===== src/kmpsm_pkg.sv =====
// Shared types and constants for the streaming KMP matcher.
package kmpsm_pkg;

  localparam int unsigned MAX_PATTERN_DEF   = 64;
  localparam int unsigned POSITION_BITS_DEF = 32;

  localparam int unsigned SYM_W    = 8;
  localparam int unsigned MODE_W   = 2;
  localparam int unsigned STATUS_W = 2;
  localparam int unsigned MLEN_W   = 7;
  localparam int unsigned START_W  = 32;

  typedef enum logic [MODE_W-1:0] {
    MODE_CLEAR   = 2'd0,
    MODE_APPEND  = 2'd1,
    MODE_TEXT    = 2'd2,
    MODE_RESTART = 2'd3
  } mode_e;

  typedef enum logic [STATUS_W-1:0] {
    ST_OK    = 2'd0,
    ST_FULL  = 2'd1,
    ST_EMPTY = 2'd2
  } status_e;

  // Broadcast to every cell of the row for one beat.
  typedef struct packed {
    logic             wr_en;   // write symbol into the cell at the pattern tail
    logic             txt_en;  // shift the partial-match bits by one text byte
    logic             flush;   // drop every partial match
    logic [SYM_W-1:0] symbol;
  } cell_ctrl_t;

endpackage


===== src/kmpsm_cell.sv =====
// One pattern position: its byte and the partial-match bit for its prefix length.
module kmpsm_cell #(
  parameter int unsigned IDX   = 0,
  parameter int unsigned LEN_W = 7
) (
  input  logic                   clk_i,
  input  logic                   rst_ni,
  input  kmpsm_pkg::cell_ctrl_t  ctrl_i,
  input  logic [LEN_W-1:0]       plen_i,
  input  logic                   prev_act_i,
  output logic                   act_o,
  output logic                   match_o
);

  localparam logic [LEN_W-1:0] IDX_L = LEN_W'(IDX);

  logic [kmpsm_pkg::SYM_W-1:0] byte_q;
  logic                        act_q, act_d;
  logic                        in_pat, is_last, hit;

  assign in_pat  = IDX_L < plen_i;
  assign is_last = IDX_L == (plen_i - LEN_W'(1));
  assign hit     = prev_act_i & in_pat & (byte_q == ctrl_i.symbol);

  // A completed full match is reported, not kept: the set then holds only borders.
  always_comb begin
    act_d = act_q;
    if (ctrl_i.flush) begin
      act_d = 1'b0;
    end else if (ctrl_i.txt_en) begin
      act_d = hit & ~is_last;
    end
  end

  always_ff @(posedge clk_i or negedge rst_ni) begin
    if (!rst_ni) begin
      act_q <= 1'b0;
    end else begin
      act_q <= act_d;
    end
  end

  always_ff @(posedge clk_i) begin
    if (ctrl_i.wr_en && (IDX_L == plen_i)) begin
      byte_q <= ctrl_i.symbol;
    end
  end

  assign act_o   = act_q;
  assign match_o = ctrl_i.txt_en & hit & is_last;

endmodule


===== src/kmpsm_len_tree.sv =====
// Selection tree giving the longest live partial-match length.
module kmpsm_len_tree #(
  parameter int unsigned N     = 64,
  parameter int unsigned LEN_W = 7
) (
  input  logic [N-1:0]     act_i,
  output logic [LEN_W-1:0] len_o
);

  localparam int unsigned NLEAF = 1 << $clog2(N);

  logic [LEN_W-1:0] node [1:2*NLEAF-1];

  // Higher lengths sit to the right; a non-empty right child wins.
  always_comb begin
    for (int i = 0; i < NLEAF; i++) begin
      node[NLEAF+i] = '0;
      if (i < N) begin
        if (act_i[i]) begin
          node[NLEAF+i] = LEN_W'(i + 1);
        end
      end
    end
    for (int n = NLEAF - 1; n >= 1; n--) begin
      node[n] = (node[2*n+1] != '0) ? node[2*n+1] : node[2*n];
    end
  end

  assign len_o = node[1];

endmodule


===== src/kmp_stream_matcher_top.sv =====
// Top level of the streaming KMP matcher: cell row, length tree and result register.
//
// Usage:
//   Input channel (in_valid_i / in_ready_o) carries one beat per command:
//   mode_i selects clear all, append pattern byte, text byte or restart text,
//   symbol_i carries the byte for append and text beats.
//   Output channel (out_valid_o / out_ready_i) returns exactly one beat per
//   input beat, in order: found flag, start position of a completed match,
//   current matched prefix length and a status code.
// Flow:
//   A beat is taken into the cell row and the result stage on the accepting
//   edge; its result moves into the output register once that register is
//   free or being drained. A new beat is not accepted until the previous one
//   has left the result stage, which holds the row while the length tree
//   resolves the longest live prefix. The cost of a text byte does not
//   depend on the match history, as every pattern position is compared in
//   parallel in its own cell.
// Reset:
//   Pattern length, match state and text position go to zero; pattern bytes
//   are left as they are and are never read before being appended again.
// Stalls:
//   While out_ready_i is low the finished result is held; one more beat may
//   be accepted and then waits in the result stage until the result is taken.
module kmp_stream_matcher_top #(
  parameter int unsigned MAX_PATTERN   = kmpsm_pkg::MAX_PATTERN_DEF,
  parameter int unsigned POSITION_BITS = kmpsm_pkg::POSITION_BITS_DEF
) (
  input  logic                             clk_i,
  input  logic                             rst_ni,
  input  logic                             in_valid_i,
  output logic                             in_ready_o,
  input  logic [kmpsm_pkg::MODE_W-1:0]     mode_i,
  input  logic [kmpsm_pkg::SYM_W-1:0]      symbol_i,
  output logic                             out_valid_o,
  input  logic                             out_ready_i,
  output logic                             found_o,
  output logic [kmpsm_pkg::START_W-1:0]    start_position_o,
  output logic [kmpsm_pkg::MLEN_W-1:0]     matched_length_o,
  output logic [kmpsm_pkg::STATUS_W-1:0]   status_o
);

  localparam int unsigned LEN_W = $clog2(MAX_PATTERN + 1);
  localparam int unsigned PB    = POSITION_BITS;

  kmpsm_pkg::mode_e      mode;
  kmpsm_pkg::cell_ctrl_t ctrl;
  logic                  accept, full, empty;

  // Pattern length and text position.
  logic [LEN_W-1:0] plen_q, plen_d;
  logic [PB-1:0]    tpos_q, tpos_d;

  // Result stage: one beat waiting for the length tree.
  logic                    busy_q, busy_d;
  logic                    found_q;
  logic [PB-1:0]           start_q;
  kmpsm_pkg::status_e      status_q, status_c;

  // Output register.
  logic                    ovalid_q, ovalid_d;
  logic                    ofound_q;
  logic [kmpsm_pkg::START_W-1:0]  ostart_q;
  logic [kmpsm_pkg::MLEN_W-1:0]   olen_q;
  kmpsm_pkg::status_e      ostatus_q;
  logic                    load_out;

  // Cell row.
  logic [MAX_PATTERN-1:0]  act;
  logic [MAX_PATTERN-1:0]  match;
  logic                    found_c;
  logic [PB-1:0]           start_c;
  logic [LEN_W-1:0]        tree_len;

  assign mode       = kmpsm_pkg::mode_e'(mode_i);
  assign in_ready_o = ~busy_q;
  assign accept     = in_valid_i & in_ready_o;
  assign full       = plen_q >= LEN_W'(MAX_PATTERN);
  assign empty      = plen_q == '0;

  // Broadcast the beat to the row; a refused append or text byte touches nothing.
  always_comb begin
    ctrl.wr_en  = accept & (mode == kmpsm_pkg::MODE_APPEND) & ~full;
    ctrl.txt_en = accept & (mode == kmpsm_pkg::MODE_TEXT) & ~empty;
    ctrl.flush  = accept & ((mode == kmpsm_pkg::MODE_CLEAR) ||
                            (mode == kmpsm_pkg::MODE_RESTART));
    ctrl.symbol = symbol_i;
  end

  for (genvar i = 0; i < MAX_PATTERN; i++) begin : g_cell
    logic prev_act;
    if (i == 0) begin : g_head
      assign prev_act = 1'b1;
    end else begin : g_link
      assign prev_act = act[i-1];
    end
    kmpsm_cell #(
      .IDX   (i),
      .LEN_W (LEN_W)
    ) u_cell (
      .clk_i      (clk_i),
      .rst_ni     (rst_ni),
      .ctrl_i     (ctrl),
      .plen_i     (plen_q),
      .prev_act_i (prev_act),
      .act_o      (act[i]),
      .match_o    (match[i])
    );
  end

  assign found_c = |match;
  // Start of the match: modular, from the (possibly saturated) position.
  assign start_c = tpos_q - PB'(plen_q) + PB'(1);

  always_comb begin
    status_c = kmpsm_pkg::ST_OK;
    if ((mode == kmpsm_pkg::MODE_APPEND) && full) begin
      status_c = kmpsm_pkg::ST_FULL;
    end else if ((mode == kmpsm_pkg::MODE_TEXT) && empty) begin
      status_c = kmpsm_pkg::ST_EMPTY;
    end
  end

  always_comb begin
    plen_d = plen_q;
    tpos_d = tpos_q;
    if (accept) begin
      unique case (mode)
        kmpsm_pkg::MODE_CLEAR: begin
          plen_d = '0;
          tpos_d = '0;
        end
        kmpsm_pkg::MODE_APPEND: begin
          if (!full) plen_d = plen_q + LEN_W'(1);
        end
        kmpsm_pkg::MODE_TEXT: begin
          // Saturate the position at its top value.
          if (!empty && (tpos_q != '1)) tpos_d = tpos_q + PB'(1);
        end
        kmpsm_pkg::MODE_RESTART: begin
          tpos_d = '0;
        end
        default: begin
          plen_d = plen_q;
        end
      endcase
    end
  end

  kmpsm_len_tree #(
    .N     (MAX_PATTERN),
    .LEN_W (LEN_W)
  ) u_len_tree (
    .act_i (act),
    .len_o (tree_len)
  );

  assign load_out = busy_q & (~ovalid_q | out_ready_i);

  always_comb begin
    busy_d = busy_q;
    if (accept) begin
      busy_d = 1'b1;
    end else if (load_out) begin
      busy_d = 1'b0;
    end
    ovalid_d = ovalid_q;
    if (load_out) begin
      ovalid_d = 1'b1;
    end else if (out_ready_i) begin
      ovalid_d = 1'b0;
    end
  end

  always_ff @(posedge clk_i or negedge rst_ni) begin
    if (!rst_ni) begin
      plen_q   <= '0;
      tpos_q   <= '0;
      busy_q   <= 1'b0;
      ovalid_q <= 1'b0;
    end else begin
      plen_q   <= plen_d;
      tpos_q   <= tpos_d;
      busy_q   <= busy_d;
      ovalid_q <= ovalid_d;
    end
  end

  // Capture the beat's flags on acceptance; move to the output when free.
  always_ff @(posedge clk_i) begin
    if (accept) begin
      found_q  <= found_c;
      start_q  <= found_c ? start_c : '0;
      status_q <= status_c;
    end
    if (load_out) begin
      ofound_q  <= found_q;
      ostart_q  <= kmpsm_pkg::START_W'(start_q);
      olen_q    <= kmpsm_pkg::MLEN_W'(tree_len);
      ostatus_q <= status_q;
    end
  end

  assign out_valid_o      = ovalid_q;
  assign found_o          = ofound_q;
  assign start_position_o = ostart_q;
  assign matched_length_o = olen_q;
  assign status_o         = ostatus_q;

  // The live prefix is always shorter than the pattern, or empty.
  a_len_below_pattern : assert property (@(posedge clk_i) disable iff (!rst_ni)
    busy_q |-> ((tree_len < plen_q) || (tree_len == '0)))
    else $error("live prefix length not below pattern length");

  // A match can only come from a text byte against a non-empty pattern.
  a_found_needs_pattern : assert property (@(posedge clk_i) disable iff (!rst_ni)
    (busy_q && found_q) |-> ((plen_q != '0) && (status_q == kmpsm_pkg::ST_OK)))
    else $error("match reported without a pattern");

  // An accepted beat always occupies the result stage next.
  a_accept_fills_stage : assert property (@(posedge clk_i) disable iff (!rst_ni)
    accept |=> busy_q)
    else $error("accepted beat lost before the result stage");

  // The result stage only empties into a free or draining output register.
  a_stage_drains_to_out : assert property (@(posedge clk_i) disable iff (!rst_ni)
    (busy_q && !accept && !busy_d) |=> ovalid_q)
    else $error("result stage emptied without loading the output");

endmodule

===== config.mk =====
export PLATFORM = sky130hd
export DESIGN_NAME = kmp_stream_matcher_top
export DESIGN_NICKNAME = d
export VERILOG_FILES = /design/src/kmpsm_pkg.sv /design/src/kmpsm_cell.sv /design/src/kmpsm_len_tree.sv /design/src/kmp_stream_matcher_top.sv
export SDC_FILE = /design/constraint.sdc
export NUM_CORES = 1
export LEC_CHECK = 0
export BUFFER_PORTS_ARGS = -buffer_cell sky130_fd_sc_hd__buf_4
export CAP_MARGIN = 0
export CORE_MARGIN = 5
export CORE_UTILIZATION = 35
export CTS_BUF_LIST = sky130_fd_sc_hd__clkbuf_8
export DETAILED_ROUTE_END_ITERATION = 8
export PLACE_DENSITY = 0.61
export SLEW_MARGIN = 20
export SYNTH_ARGS = -nofsm -noshare
export SYNTH_HDL_FRONTEND = slang
export SYNTH_HIERARCHICAL = 1
export SYNTH_SLANG_ARGS = --single-unit

===== constraint.sdc =====
create_clock -name clk_i -period 9.1 [get_ports clk_i]
set_input_delay 2.275 -clock clk_i [delete_from_list [all_inputs] [get_ports clk_i]]
set_output_delay 2.275 -clock clk_i [all_outputs]
set_load 0.03 [all_outputs]

# ---- Word-level counts from Yosys, hierarchy flattened
# Cells that the tools add are included.
# W data, S select, Z words.
dict set report totals {
  output_inout_bits 44
  elab_cells 1208
  inputBits 14
  ff_bits 694
}
dict set report classes {
  n_mux 264
  addsub 5
  n_eq_ne 196
  order_cmp 65
  n_reduce_logical 144
  bitwise_logic 395
}
# cell count
set ops {}
lappend ops {{$eq A8 B8 Y1} 64}
lappend ops {{$eq A6 B7 Y1 const A} 64}
lappend ops {{$reduce_bool A7 Y1} 63}
lappend ops {{$and A1 B1 Y1} 326}
lappend ops {{$mux W6} 48}
lappend ops {{$mux W7} 34}
lappend ops {{$eq A5 B7 Y1 const A} 32}
lappend ops {{$lt A6 B7 Y1 const A} 32}
lappend ops {{$mux W1} 133}
lappend ops {{$mux W5} 24}
lappend ops {{$eq A4 B7 Y1 const A} 16}
lappend ops {{$lt A5 B7 Y1 const A} 16}
lappend ops {{$not A1 Y1} 68}
lappend ops {{$logic_and A1 B1 Y1} 67}
lappend ops {{$add A32 B1 Y32 const B} 2}
lappend ops {{$pmux W32 S2} 1}
lappend ops {{$reduce_or A64 Y1} 1}
lappend ops {{$eq A3 B7 Y1 const A} 8}
lappend ops {{$lt A4 B7 Y1 const A} 8}
lappend ops {{$mux W4} 12}
lappend ops {{$mux W32} 1}
lappend ops {{$ne A32 B32 Y1 const B} 1}
lappend ops {{$sub A32 B7 Y32} 1}
lappend ops {{$eq A2 B7 Y1 const A} 4}
lappend ops {{22 further kinds} 43}

# ---- Logic depth before layout (Yosys ltp)
# Gate-level depths: netlist of the first run.
dict set report logic_depth {
  word_depth 13
  mapped_depth 16
  mapped_depth_nobuf 15
}

# ---- Worst setup path after synthesis of the first run
# OpenSTA, ideal clock, no wires.
dict set report synth_path {
  path_type {in2reg}
  startpoint {input in_valid_i}
  endpoint {register start_q[25], data pin}
  n_path_buf 1
  setup_ps 131
  path_slack_ps 1882
  stages 12
  t_required_ps 8969
  arrival_ps 7087
  path_cell_list {nand2b_1 inv_1 and3_1 o211ai_2 or4_4 nor4_1 nor4_1 nand4_1 nor4_1 buf_2 a211o_1 nand2_1}
}
# element line_no
set synth_rtl {}
lappend synth_rtl {{from (decl)} kmp_stream_matcher_top.sv:30} ;# input logic in_valid_i,
lappend synth_rtl {{to (signal assigned)} kmp_stream_matcher_top.sv:192} ;# start_q <= found_c ? start_c : '0;
lappend synth_rtl {{to (decl)} kmp_stream_matcher_top.sv:56} ;# logic [PB-1:0] start_q;

==> qor.csv, run 1 <==
stage,metric,value,unit
global_route,grt_max_degree,66,
status,outcome,finished clean,
global_route,grt_pass1_wl,141900,um
cts,cts_sinks,694,
yosys,ys.flop_type,edfxtp_1,
cts,post_cts_resized,0,
critical_path,r2r_slack,3.88,ns
pwr,p_per_area,192.6,nW/um^2
die,io_pins,58,
sta,post-route-period-util,0.6909,
die,initial_core_util,0.3509,
yosys,synth_common_cells,"edfxtp_1 (589), xor2_1 (316), xnor2_1 (224), nor2_1 (208), nand2_1 (186)",
placement,port_buffers,57,
yosys,ys_seq_elements,694,
pwr,p_total,7.942,mW
sta,rsz0062_at_grt,false,
cts,cts-root-buf,clkbuf_8,
sta,tns,0,ns
die,die-height,331.7,um
final_layout,areaGrowthSynthToFinish,13.89,%
critical_path,worstPathRequired,9.67,ns
yosys,yosysWarnings,6,
routing,wl_per_cell,19.52,um
sta,min_period,6.287,ns
yosys,syn_nets,2988,
pwr,leakagePower,14.32,nW
sta,slew_headroom,0.2975,
routing,first_pass_iters,8,
routing,wl,89830,um
die,placementRows,118,
yosys,synth_area,36210,sq um
yosys,yosys.area.top_type,edfxtp_1,
global_route,grt_antenna_before_repair,1,
final_layout,nNetsFinal,3203,
critical_path,critPathKind,in2reg,
routing,first_iter_violations,1984,
critical_path,crit_fanout,61,
placement,gp_congestion,0.8174,
yosys,yosysSeqAreaShare,0.5610,
yosys,synth_edf_count,589,
final_layout,final_core_utilization,0.3996,
yosys,synth_top_area_share,0.4884,
flow_run,drv_cap,0,
cts,cts_buffers,115,
cts,clock_path_buffers,3,
cts,post-cts-setup-buffers,0,
die,die_area,110000,sq um
yosys,synthMostInstantiatedCell,edfxtp_1,
critical_path,critPathLaunchType,primary input,
sta,fmax,159.1,MHz
global_route,overflow,0,
sta,worstMarginPinSlew,1.044,ns
routing,viasPerCell,5.267,
routing,num_vias,24240,
sta,hold_viol,0,
sta,clock-skew-final,0.05755,ns
die,coreArea,103200,sq um
yosys,synth_area_leaders,"edfxtp_1 (49%), xor2_1 (7.6%), dfrtp_1 (7.3%), xnor2_1 (5.4%), ha_1 (2.3%)",
yosys,async_flop_share,0.1513,
routing,antenna_left,0,
sta,drv_slew,0,
yosys,yosys.cell_types.count,124,
cts,clk_pin_slew,0.06,ns
die,die_x,331.7,um
cts,clock_latency,0.76,ns
yosys,syn-mean-instance-area,12.46,sq um
final_layout,final_layout_size_suffix_gt1_frac,0.1553,
global_route,grt_pass1_vias,24180,
cts,cts.hold.buffers_added,0,
critical_path,end_kind,register,
global_route,grtUsageTotal,0.1592,
pwr,ir_drop,0.1365,mV
worst_hold_path,hold_path.class,reg2reg,
sta,setup_viol,0,
placement,post-dp-hpwl,54290,um
routing,post-route-drc-count,0,
cts,cts_tree,built,
yosys,synth_cells,2906,
critical_path,cp.arrival,6.85,ns
cts,cts_htree_levels,3,
## layer usage
| layer | part of all wire | GRT usage | up-vias |
|---|---|---|---|
| li1 | - | - | 11410 |
| met1 | 0.47 | 0.2250 | 11970 |
| met2 | 0.46 | 0.2526 | 702 |
| met3 | 0.050 | 0.02410 | 158 |
| met4 | 0.027 | 0.05209 | 0 |
| met5 | 0 | 0 | - |
## power by group
group | leakage, nW | internal [mW] | switching (mW)
clock | 1.35 | 1.46 | 1.29
combinational | 6.18 | 0.530 | 1.00
sequential | 6.79 | 3.52 | 0.145
total | 14.3 | 5.51 | 2.43
## worst max-delay path, stage by stage
cell and delay [ns]:
buf_4 0.08, nand2b_1 0.28, inv_1 0.13, buf_4 0.43, and3_4 0.78, buf_4 0.66, buf_4 0.39, o211a_1 0.22
nand2_1 0.05, nor4_1 0.35, nor4_1 0.12, nand4_1 0.17, nor4_2 0.08, buf_4 0.24, inv_1 0.21, nand2_1 0.08
o31ai_1 0.21
## worst paths after layout
kind / startpoint / endpoint / cells after the start
hold reg to reg: status_q[1]$_SDFFCE_PP0P_ / status_o[1]$_DFFE_PP_ / 0
setup / recovery: in_valid_i / start_q[28]$_SDFFCE_PN0P_ / 17
min in group asynchronous: rst_ni / tpos_q[29]$_DFFE_PN0P_ / 1
max in group asynchronous: rst_ni / g_cell[2].u_cell/act_o$_DFFE_PN0P_ / 2
hold / removal: status_q[1]$_SDFFCE_PP0P_ / status_o[1]$_DFFE_PP_ / 0
setup reg to reg: plen_q[0]$_DFFE_PN0P_ / start_q[28]$_SDFFCE_PN0P_ / 17
## sequential cells by signal, summed over array words and instances, names as in the netlist, 2 cells and up
register and flops:
g_cell.u_cell/byte_q 512, matched_length_o 7, status_o 2, plen_q 7, status_q 2, g_cell.u_cell/act_o 64, start_q 32, start_position_o 32
tpos_q 32
## layout by cell type (no fill, tap or decap), types with 67 or more instances in the layout
cell type  netlist  final
nand3_1         93     93
xnor2_1        224    224
nor3_1          83     74
nor2_1         208    206
nor4_1          76     75
edfxtp_1       589    589
nand4_1        102    102
clkbuf_8         1    127
ha_1            67     67
xor2_1         316    316
a21oi_1         97     97
dfrtp_1        105     98
nand2_1        186    186
inv_1           94    136
buf_4            0    102
## final cells by class
class | instances | area, sq um
multi-input cells | 2100 | 15550
diodes | 2 | 5.005
well taps | 1380 | 1727
inverters | 95 | 356.6
fillers | 9842 | 61960
clock buffers | 127 | 1748
flip-flops and latches | 694 | 20340
repair buffers | 115 | 955.9
clock inverters | 89 | 560.5
## cells by family after synthesis
family,share of synthesized area
buffers and inverters,0.01323
adders and majority gates,0.02370
other,0.0001036
and+or+nand+nor,0.1952
muxes,0.001140
AOI/OAI and AO/OA,0.07101
xor gates and xnor gates,0.1346
DFF,0.5610
## metrics by stage
stage | cell area [sq um] | hold slack (ns) | setup slack, ns | cells
floorplan | 36210 | 0.4003 | 1.882 | 2906
global placement | 38830 | 0.4027 | 2.064 | 4384
detailed placement | 38830 | 0.4045 | 2.012 | 4384
CTS | 41140 | 0.3887 | 2.846 | 4600
global route | 41240 | 0.4064 | 2.471 | 4602
finish | 41240 | 0.3897 | 2.813 | 4602
(Power assumes the default switching activity.)
==> run 2: changes to the inputs <==
Settings changed: PLACE_DENSITY 0.61 to 0.63.
Clock period 9.1 ns to 5.39 ns, I/O delays scaled along.
==> run 2 against run 1 <==
Compared with the run above: via count increased by 1.1%; flip-flop and latch count unchanged; register-to-register slack got worse by 2.8 ns; first-iteration DRC count down 4.4%; worst hold slack lost 0.0063 ns; total power increased by 68%; combinational power grew 81%; critical endpoint is now start_q[26]$_SDFFCE_PN0P_; largest power group unchanged; highest routed layer unchanged.
==> qor.csv, run 2 (same netlist as run 1, synthesis figures left out) <==
stage,metric,value,unit
status,outcome,finished clean,
pwr,switchingPower,4.107,mW
placement,placed_cell_area,39490,sq um
placement,port_buffers,57,
routing,viasPerCell,5.261,
cts,cts_htree_levels,3,
routing,wl,89640,um
critical_path,end_kind,register,
sta,hold_viol,0,
placement,post-dp-hpwl,56000,um
pwr,leakagePower,14.67,nW
cts,cts.hold.buffers_added,0,
pwr,p_int,9.255,mW
cts,post_cts_resized,0,
die,initial_core_util,0.3509,
critical_path,worstPathRequired,5.88,ns
final_layout,mostFrequentLayoutCells,"edfxtp_1 (589), xor2_1 (316), xnor2_1 (224)",
pwr,seqPwrFrac,0.451,
die,die_area,110000,sq um
sta,drv_slew,0,
cts,post-cts-setup-buffers,0,
pwr,ir_drop,0.2990,mV
global_route,grt_antenna_before_repair,2,
pwr,comb_power_share,0.207,
global_route,grt_pass1_vias,24160,
die,die-height,331.7,um
cts,cts-root-buf,clkbuf_8,
global_route,grt_max_degree,148,
cts,clk_pin_slew,0.06,ns
worst_hold_path,min_from,start_q[9]$_SDFFCE_PN0P_,
final_layout,stdcell_area,41780,sq um
pwr,swShare,0.3074,
global_route,grt_pass1_wl,141200,um
sta,setup_viol,0,
critical_path,critPathLaunchType,register,
final_layout,finalNonFillerCells,4660,
routing,num_vias,24510,
sta,worstMarginPinSlew,1.100,ns
final_layout,largest_register_ffs,512,
critical_path,crit_fanout,34,
critical_path,r2r_slack,1.04,ns
sta,min_period,4.350,ns
placement,place_inst,4443,
die,coreArea,103200,sq um
critical_path,worstReg2RegStart,plen_q[1]$_DFFE_PN0P_,
worst_hold_path,min_to,start_position_o[9]$_DFFE_PP_,
pwr,pwr-share-clk,0.342,
cts,cts_buffers,114,
sta,clock-skew-final,0.09033,ns
worst_hold_path,holdPathStages,0,
sta,slew_headroom,0.2610,
routing,wl_per_cell,19.24,um
critical_path,worstRegToRegCells,17,
global_route,overflow,0,
sta,tns,0,ns
cts,clock_latency,0.80,ns
die,die_x,331.7,um
final_layout,regMostFlops,g_cell.u_cell/byte_q,
cts,clock_path_buffers,3,
routing,first_iter_violations,1897,
cts,cts_sinks,694,
worst_hold_path,hold_path.class,reg2reg,
critical_path,critPathKind,reg2reg,
pwr,p_per_area,319.9,nW/um^2
die,placementRows,118,
sta,rsz0062_at_grt,false,
placement,gp_congestion,0.8285,
final_layout,final_layout_size_suffix_gt1_frac,0.1659,
sta,post-route-period-util,0.8071,
global_route,grtUsageTotal,0.1578,
flow_run,drv_cap,0,
routing,first_pass_iters,6,
final_layout,nNetsFinal,3261,
sta,holdWs,0.3834,ns
final_layout,final_common_cell,edfxtp_1,
critical_path,r2r_end,start_q[26]$_SDFFCE_PN0P_,
routing,post-route-drc-count,0,
critical_path,cp.arrival,4.84,ns
sta,finalWorstSetupSlack,1.040,ns
die,io_pins,58,
routing,antenna_left,0,
placement,post-place-ws,0.4011,ns
sta,fmax,229.9,MHz
cts,cts_tree,built,
final_layout,areaGrowthSynthToFinish,15.36,%
-- run 2: cell types whose count changed in the layout (fill, tap and decap cells not counted), moves of 2 or more --
cell,previous run,this run
nor3_1,74,81
nor3b_1,17,26
clkinv_8,0,3
clkbuf_8,127,123
inv_12,3,1
buf_4,102,143
clkinv_2,18,22
clkinv_1,19,17
nor3b_2,14,5
nor3_2,25,18
buf_12,5,22
-- run 2: per-layer routing --
layer	wire length, um	GRT usage
met3	4806	0.02521
met1	40800	0.2197
met2	42030	0.2564
met5	0	0
met4	2009	0.04585
-- run 2: worst max-delay path, cell delays in order (launching register included) --
cell     delay, ns
dfrtp_4       0.63
inv_1         0.13
ha_1          0.14
nor2b_1       0.23
nand2_1       0.08
and3_4        0.37
buf_4         0.26
nand2_1       0.14
nor2_1        0.07
nand4_1       0.11
nor2_1        0.09
nor4_1        0.43
nand4_1       0.28
nor4_2        0.48
buf_12        0.23
inv_1         0.15
nand2_1       0.09
mux2i_1       0.08
-- run 2: area by class of cell --
cell class                 instances  area (sq um)
timing repair buffer             174          1615
sequential                       694         20340
clock inverter                    93         579.3
clock buffer                     123          1693
tap                             1380          1727
antenna                            1         2.502
multi-input combinational       2100         15460
inverter                          95         356.6
fill                            9668         61430
-- run 2: worst max-delay path by stage --
| stage | startpoint | to | slack, ns | depth (start not counted) |
|---|---|---|---|---|
| after floorplan | in_valid_i | start_q[25]$_SDFFCE_PN0P_ | 0.04 | 12 |
| after global placement | mode_i[0] | start_q[25]$_SDFFCE_PN0P_ | 0.44 | 16 |
| after detailed placement | mode_i[0] | start_q[26]$_SDFFCE_PN0P_ | 0.40 | 16 |
| after CTS | plen_q[1]$_DFFE_PN0P_ | start_q[26]$_SDFFCE_PN0P_ | 0.97 | 17 |
| after global routing | plen_q[1]$_DFFE_PN0P_ | start_q[26]$_SDFFCE_PN0P_ | 0.74 | 17 |
| final | plen_q[1]$_DFFE_PN0P_ | start_q[26]$_SDFFCE_PN0P_ | 1.04 | 17 |
-- run 2: power by group through the flow --
stage,registers [mW],logic [mW],clock network [mW]
2_1_floorplan,6.47,1.43,0
3_3_place_gp,6.14,2.74,0
3_5_place_dp,6.14,2.76,0
4_1_cts,6.03,2.77,4.69
5_1_grt,6.03,2.99,4.94
6_report,6.03,2.77,4.56
-- run 2: per-stage QoR --
stage | power [mW] | util
2_1_floorplan | 7.907 | -
3_3_place_gp | 8.881 | 0.3826
3_5_place_dp | 8.897 | 0.3826
4_1_cts | 13.49 | 0.4046
5_1_grt | 13.97 | 0.4048
6_report | 13.36 | 0.4048
==> run 3: changes to the inputs <==
Settings changed: PLACE_DENSITY 0.63 to 0.61.
Clock period 5.39 ns to 4.5 ns, I/O delays scaled along.
==> run 3 against run 2 <==
Compared with the run above: wire length rose by 3.4%; total power rose by 24%; die area unchanged; critical path depth is 2 lower; count of clock-buffer cells in the layout is 13 higher; setup slack worse by 0.67 ns; combinational power grew 25%; first-iteration DRC count down 0.47%; final cell count is 1.4% higher; worst hold slack improved by 0.035 ns; critical endpoint unchanged; largest power group unchanged.
==> qor.csv, run 3 (same netlist as run 1, synthesis figures left out) <==
stage,metric,value,unit
cts,clock_latency,0.77,ns
pwr,p_per_area,387.4,nW/um^2
placement,place_inst,4504,
critical_path,worstPathRequired,4.99,ns
routing,num_vias,24780,
final_layout,finalNonFillerCells,4727,
pwr,switchingPower,5.023,mW
final_layout,nNetsFinal,3324,
sta,min_period,4.129,ns
routing,wl,92660,um
cts,cts_buffers,116,
die,die_x,331.7,um
global_route,grtUsageTotal,0.1637,
routing,first_iter_violations,1888,
pwr,pwr-share-clk,0.356,
final_layout,regMostFlops,g_cell.u_cell/byte_q,
cts,post_cts_resized,0,
critical_path,crit_slowest_cell,dfrtp_4,
final_layout,final_core_utilization,0.4134,
cts,post-cts-setup-buffers,0,
sta,fmax,242.2,MHz
pwr,p_total,16.53,mW
placement,port_buffers,57,
pwr,ir_drop,0.6134,mV
die,die_area,110000,sq um
critical_path,path_cells,"nor4_1, nand2_1, and3_4, buf_12, and3_1, nand4b_1, nor2_1, nor4_1, nand4_1, buf_4, nor4_4, buf_12, buf_4, or2_2, mux2i_1",
pwr,comb_power_share,0.209,
final_layout,final_common_cell,edfxtp_1,
cts,clock_path_buffers,3,
global_route,grt_max_degree,148,
pwr,swShare,0.3040,
routing,wl_per_cell,19.60,um
routing,viasPerCell,5.242,
cts,clk_pin_slew,0.06,ns
sta,slew_headroom,0.4106,
global_route,overflow,0,
worst_hold_path,hold_path.class,in2async,
critical_path,slowest_delay,0.54,ns
sta,clock-skew-final,0.05392,ns
status,outcome,finished clean,
critical_path,critPathLaunchType,register,
final_layout,mostFrequentLayoutCells,"edfxtp_1 (589), xor2_1 (316), xnor2_1 (224)",
pwr,p_int,11.50,mW
sta,setup_viol,0,
final_layout,areaGrowthSynthToFinish,17.80,%
placement,post-dp-hpwl,57580,um
die,io_pins,58,
critical_path,end_kind,register,
sta,tns,0,ns
die,die-height,331.7,um
critical_path,critPathKind,reg2reg,
global_route,grt_pass1_wl,145300,um
routing,post-route-drc-count,0,
critical_path,worstReg2RegStart,plen_q[2]$_DFFE_PN0P_,
final_layout,final_layout_size_suffix_gt1_frac,0.1823,
sta,post-route-period-util,0.9175,
critical_path,cp.arrival,4.62,ns
global_route,grt_pass1_vias,24690,
sta,rsz0062_at_grt,false,
cts,cts-root-buf,clkbuf_8,
global_route,grt_antenna_before_repair,2,
critical_path,worstSetupStartpoint,plen_q[2]$_DFFE_PN0P_,
pwr,leakagePower,15.12,nW
sta,holdWs,0.4182,ns
final_layout,largest_register_ffs,512,
sta,hold_viol,0,
cts,cts_htree_levels,3,
cts,cts_sinks,694,
routing,first_pass_iters,5,
pwr,seqPwrFrac,0.435,
placement,gp_congestion,0.8106,
cts,cts_tree,built,
sta,worstMarginPinSlew,0.8618,ns
flow_run,drv_cap,0,
die,coreArea,103200,sq um
critical_path,crit_fanout,25,
cts,cts.hold.buffers_added,0,
die,placementRows,118,
sta,drv_slew,0,
critical_path,r2r_slack,0.37,ns
routing,antenna_left,0,
die,initial_core_util,0.3509,
run 3: changes by cell type in the layout (fill, tap and decap cells not counted), moves of 2 or more:
cell / previous run / this run
buf_4: 143 / 186
buf_12: 22 / 41
clkbuf_8: 123 / 136
clkinv_2: 22 / 11
clkinvlp_4: 1 / 4
bufinv_16: 5 / 7
clkinv_8: 3 / 1
nor3_1: 81 / 83
nor3_2: 18 / 16
run 3: area by class of cell:
type                    instances  area (sq um)
flip-flops and latches        694         20340
clock inverters                86         591.8
multi-input cells            2100         15460
clock buffers                 136          1872
repair buffers                235          2307
well taps                    1380          1727
inverters                      95         360.3
fillers                      9663         60540
diodes                          1         2.502
run 3: critical path, delay by kind of cell, from the launching register on:
family / cells / cell delay (ns)
simple gates: 10 / 2.44
buf+inv: 4 / 0.77
mux: 1 / 0.05
flops: 1 / 0.54
run 3: path summary, 6_finish.rpt:
check                                                      endpoint  depth (start not counted)
worst max-delay path                      start_q[26]$_SDFFCE_PN0P_                         15
worst min-delay path            g_cell[55].u_cell/act_o$_DFFE_PN0P_                          1
worst max register to register            start_q[26]$_SDFFCE_PN0P_                         15
worst min register to register       start_position_o[19]$_DFFE_PP_                          0
max in group asynchronous                     plen_q[1]$_DFFE_PN0P_                          2
min in group clk_i                   start_position_o[19]$_DFFE_PP_                          0
run 3: metrics by stage:
stage,setup WS (ns),instance area (sq um)
6_report,0.3712,42660
5_1_grt,0.1035,42660
4_1_cts,0.3317,42660
3_5_place_dp,0.1148,40190
3_3_place_gp,0.1672,40190
2_1_floorplan,0.04827,36250
run 3: routing by layer:
layer	vias to the layer above	global-route usage	wire, um
met2	711	0.2593	42290
li1	11680	-	-
met1	12210	0.2296	42500
met4	0	0.05462	2684
met3	174	0.02760	5190
met5	-	0	0
run 3: power groups by stage:
stage                     Combinational [mW]  Clock, mW  Sequential (mW)
after floorplan                         1.71          0             7.76
after global placement                  3.43          0             7.32
after detailed placement                3.43          0             7.32
after CTS                               3.44       6.07             7.19
after global routing                    3.75       6.35             7.20
final                                   3.45       5.88             7.19
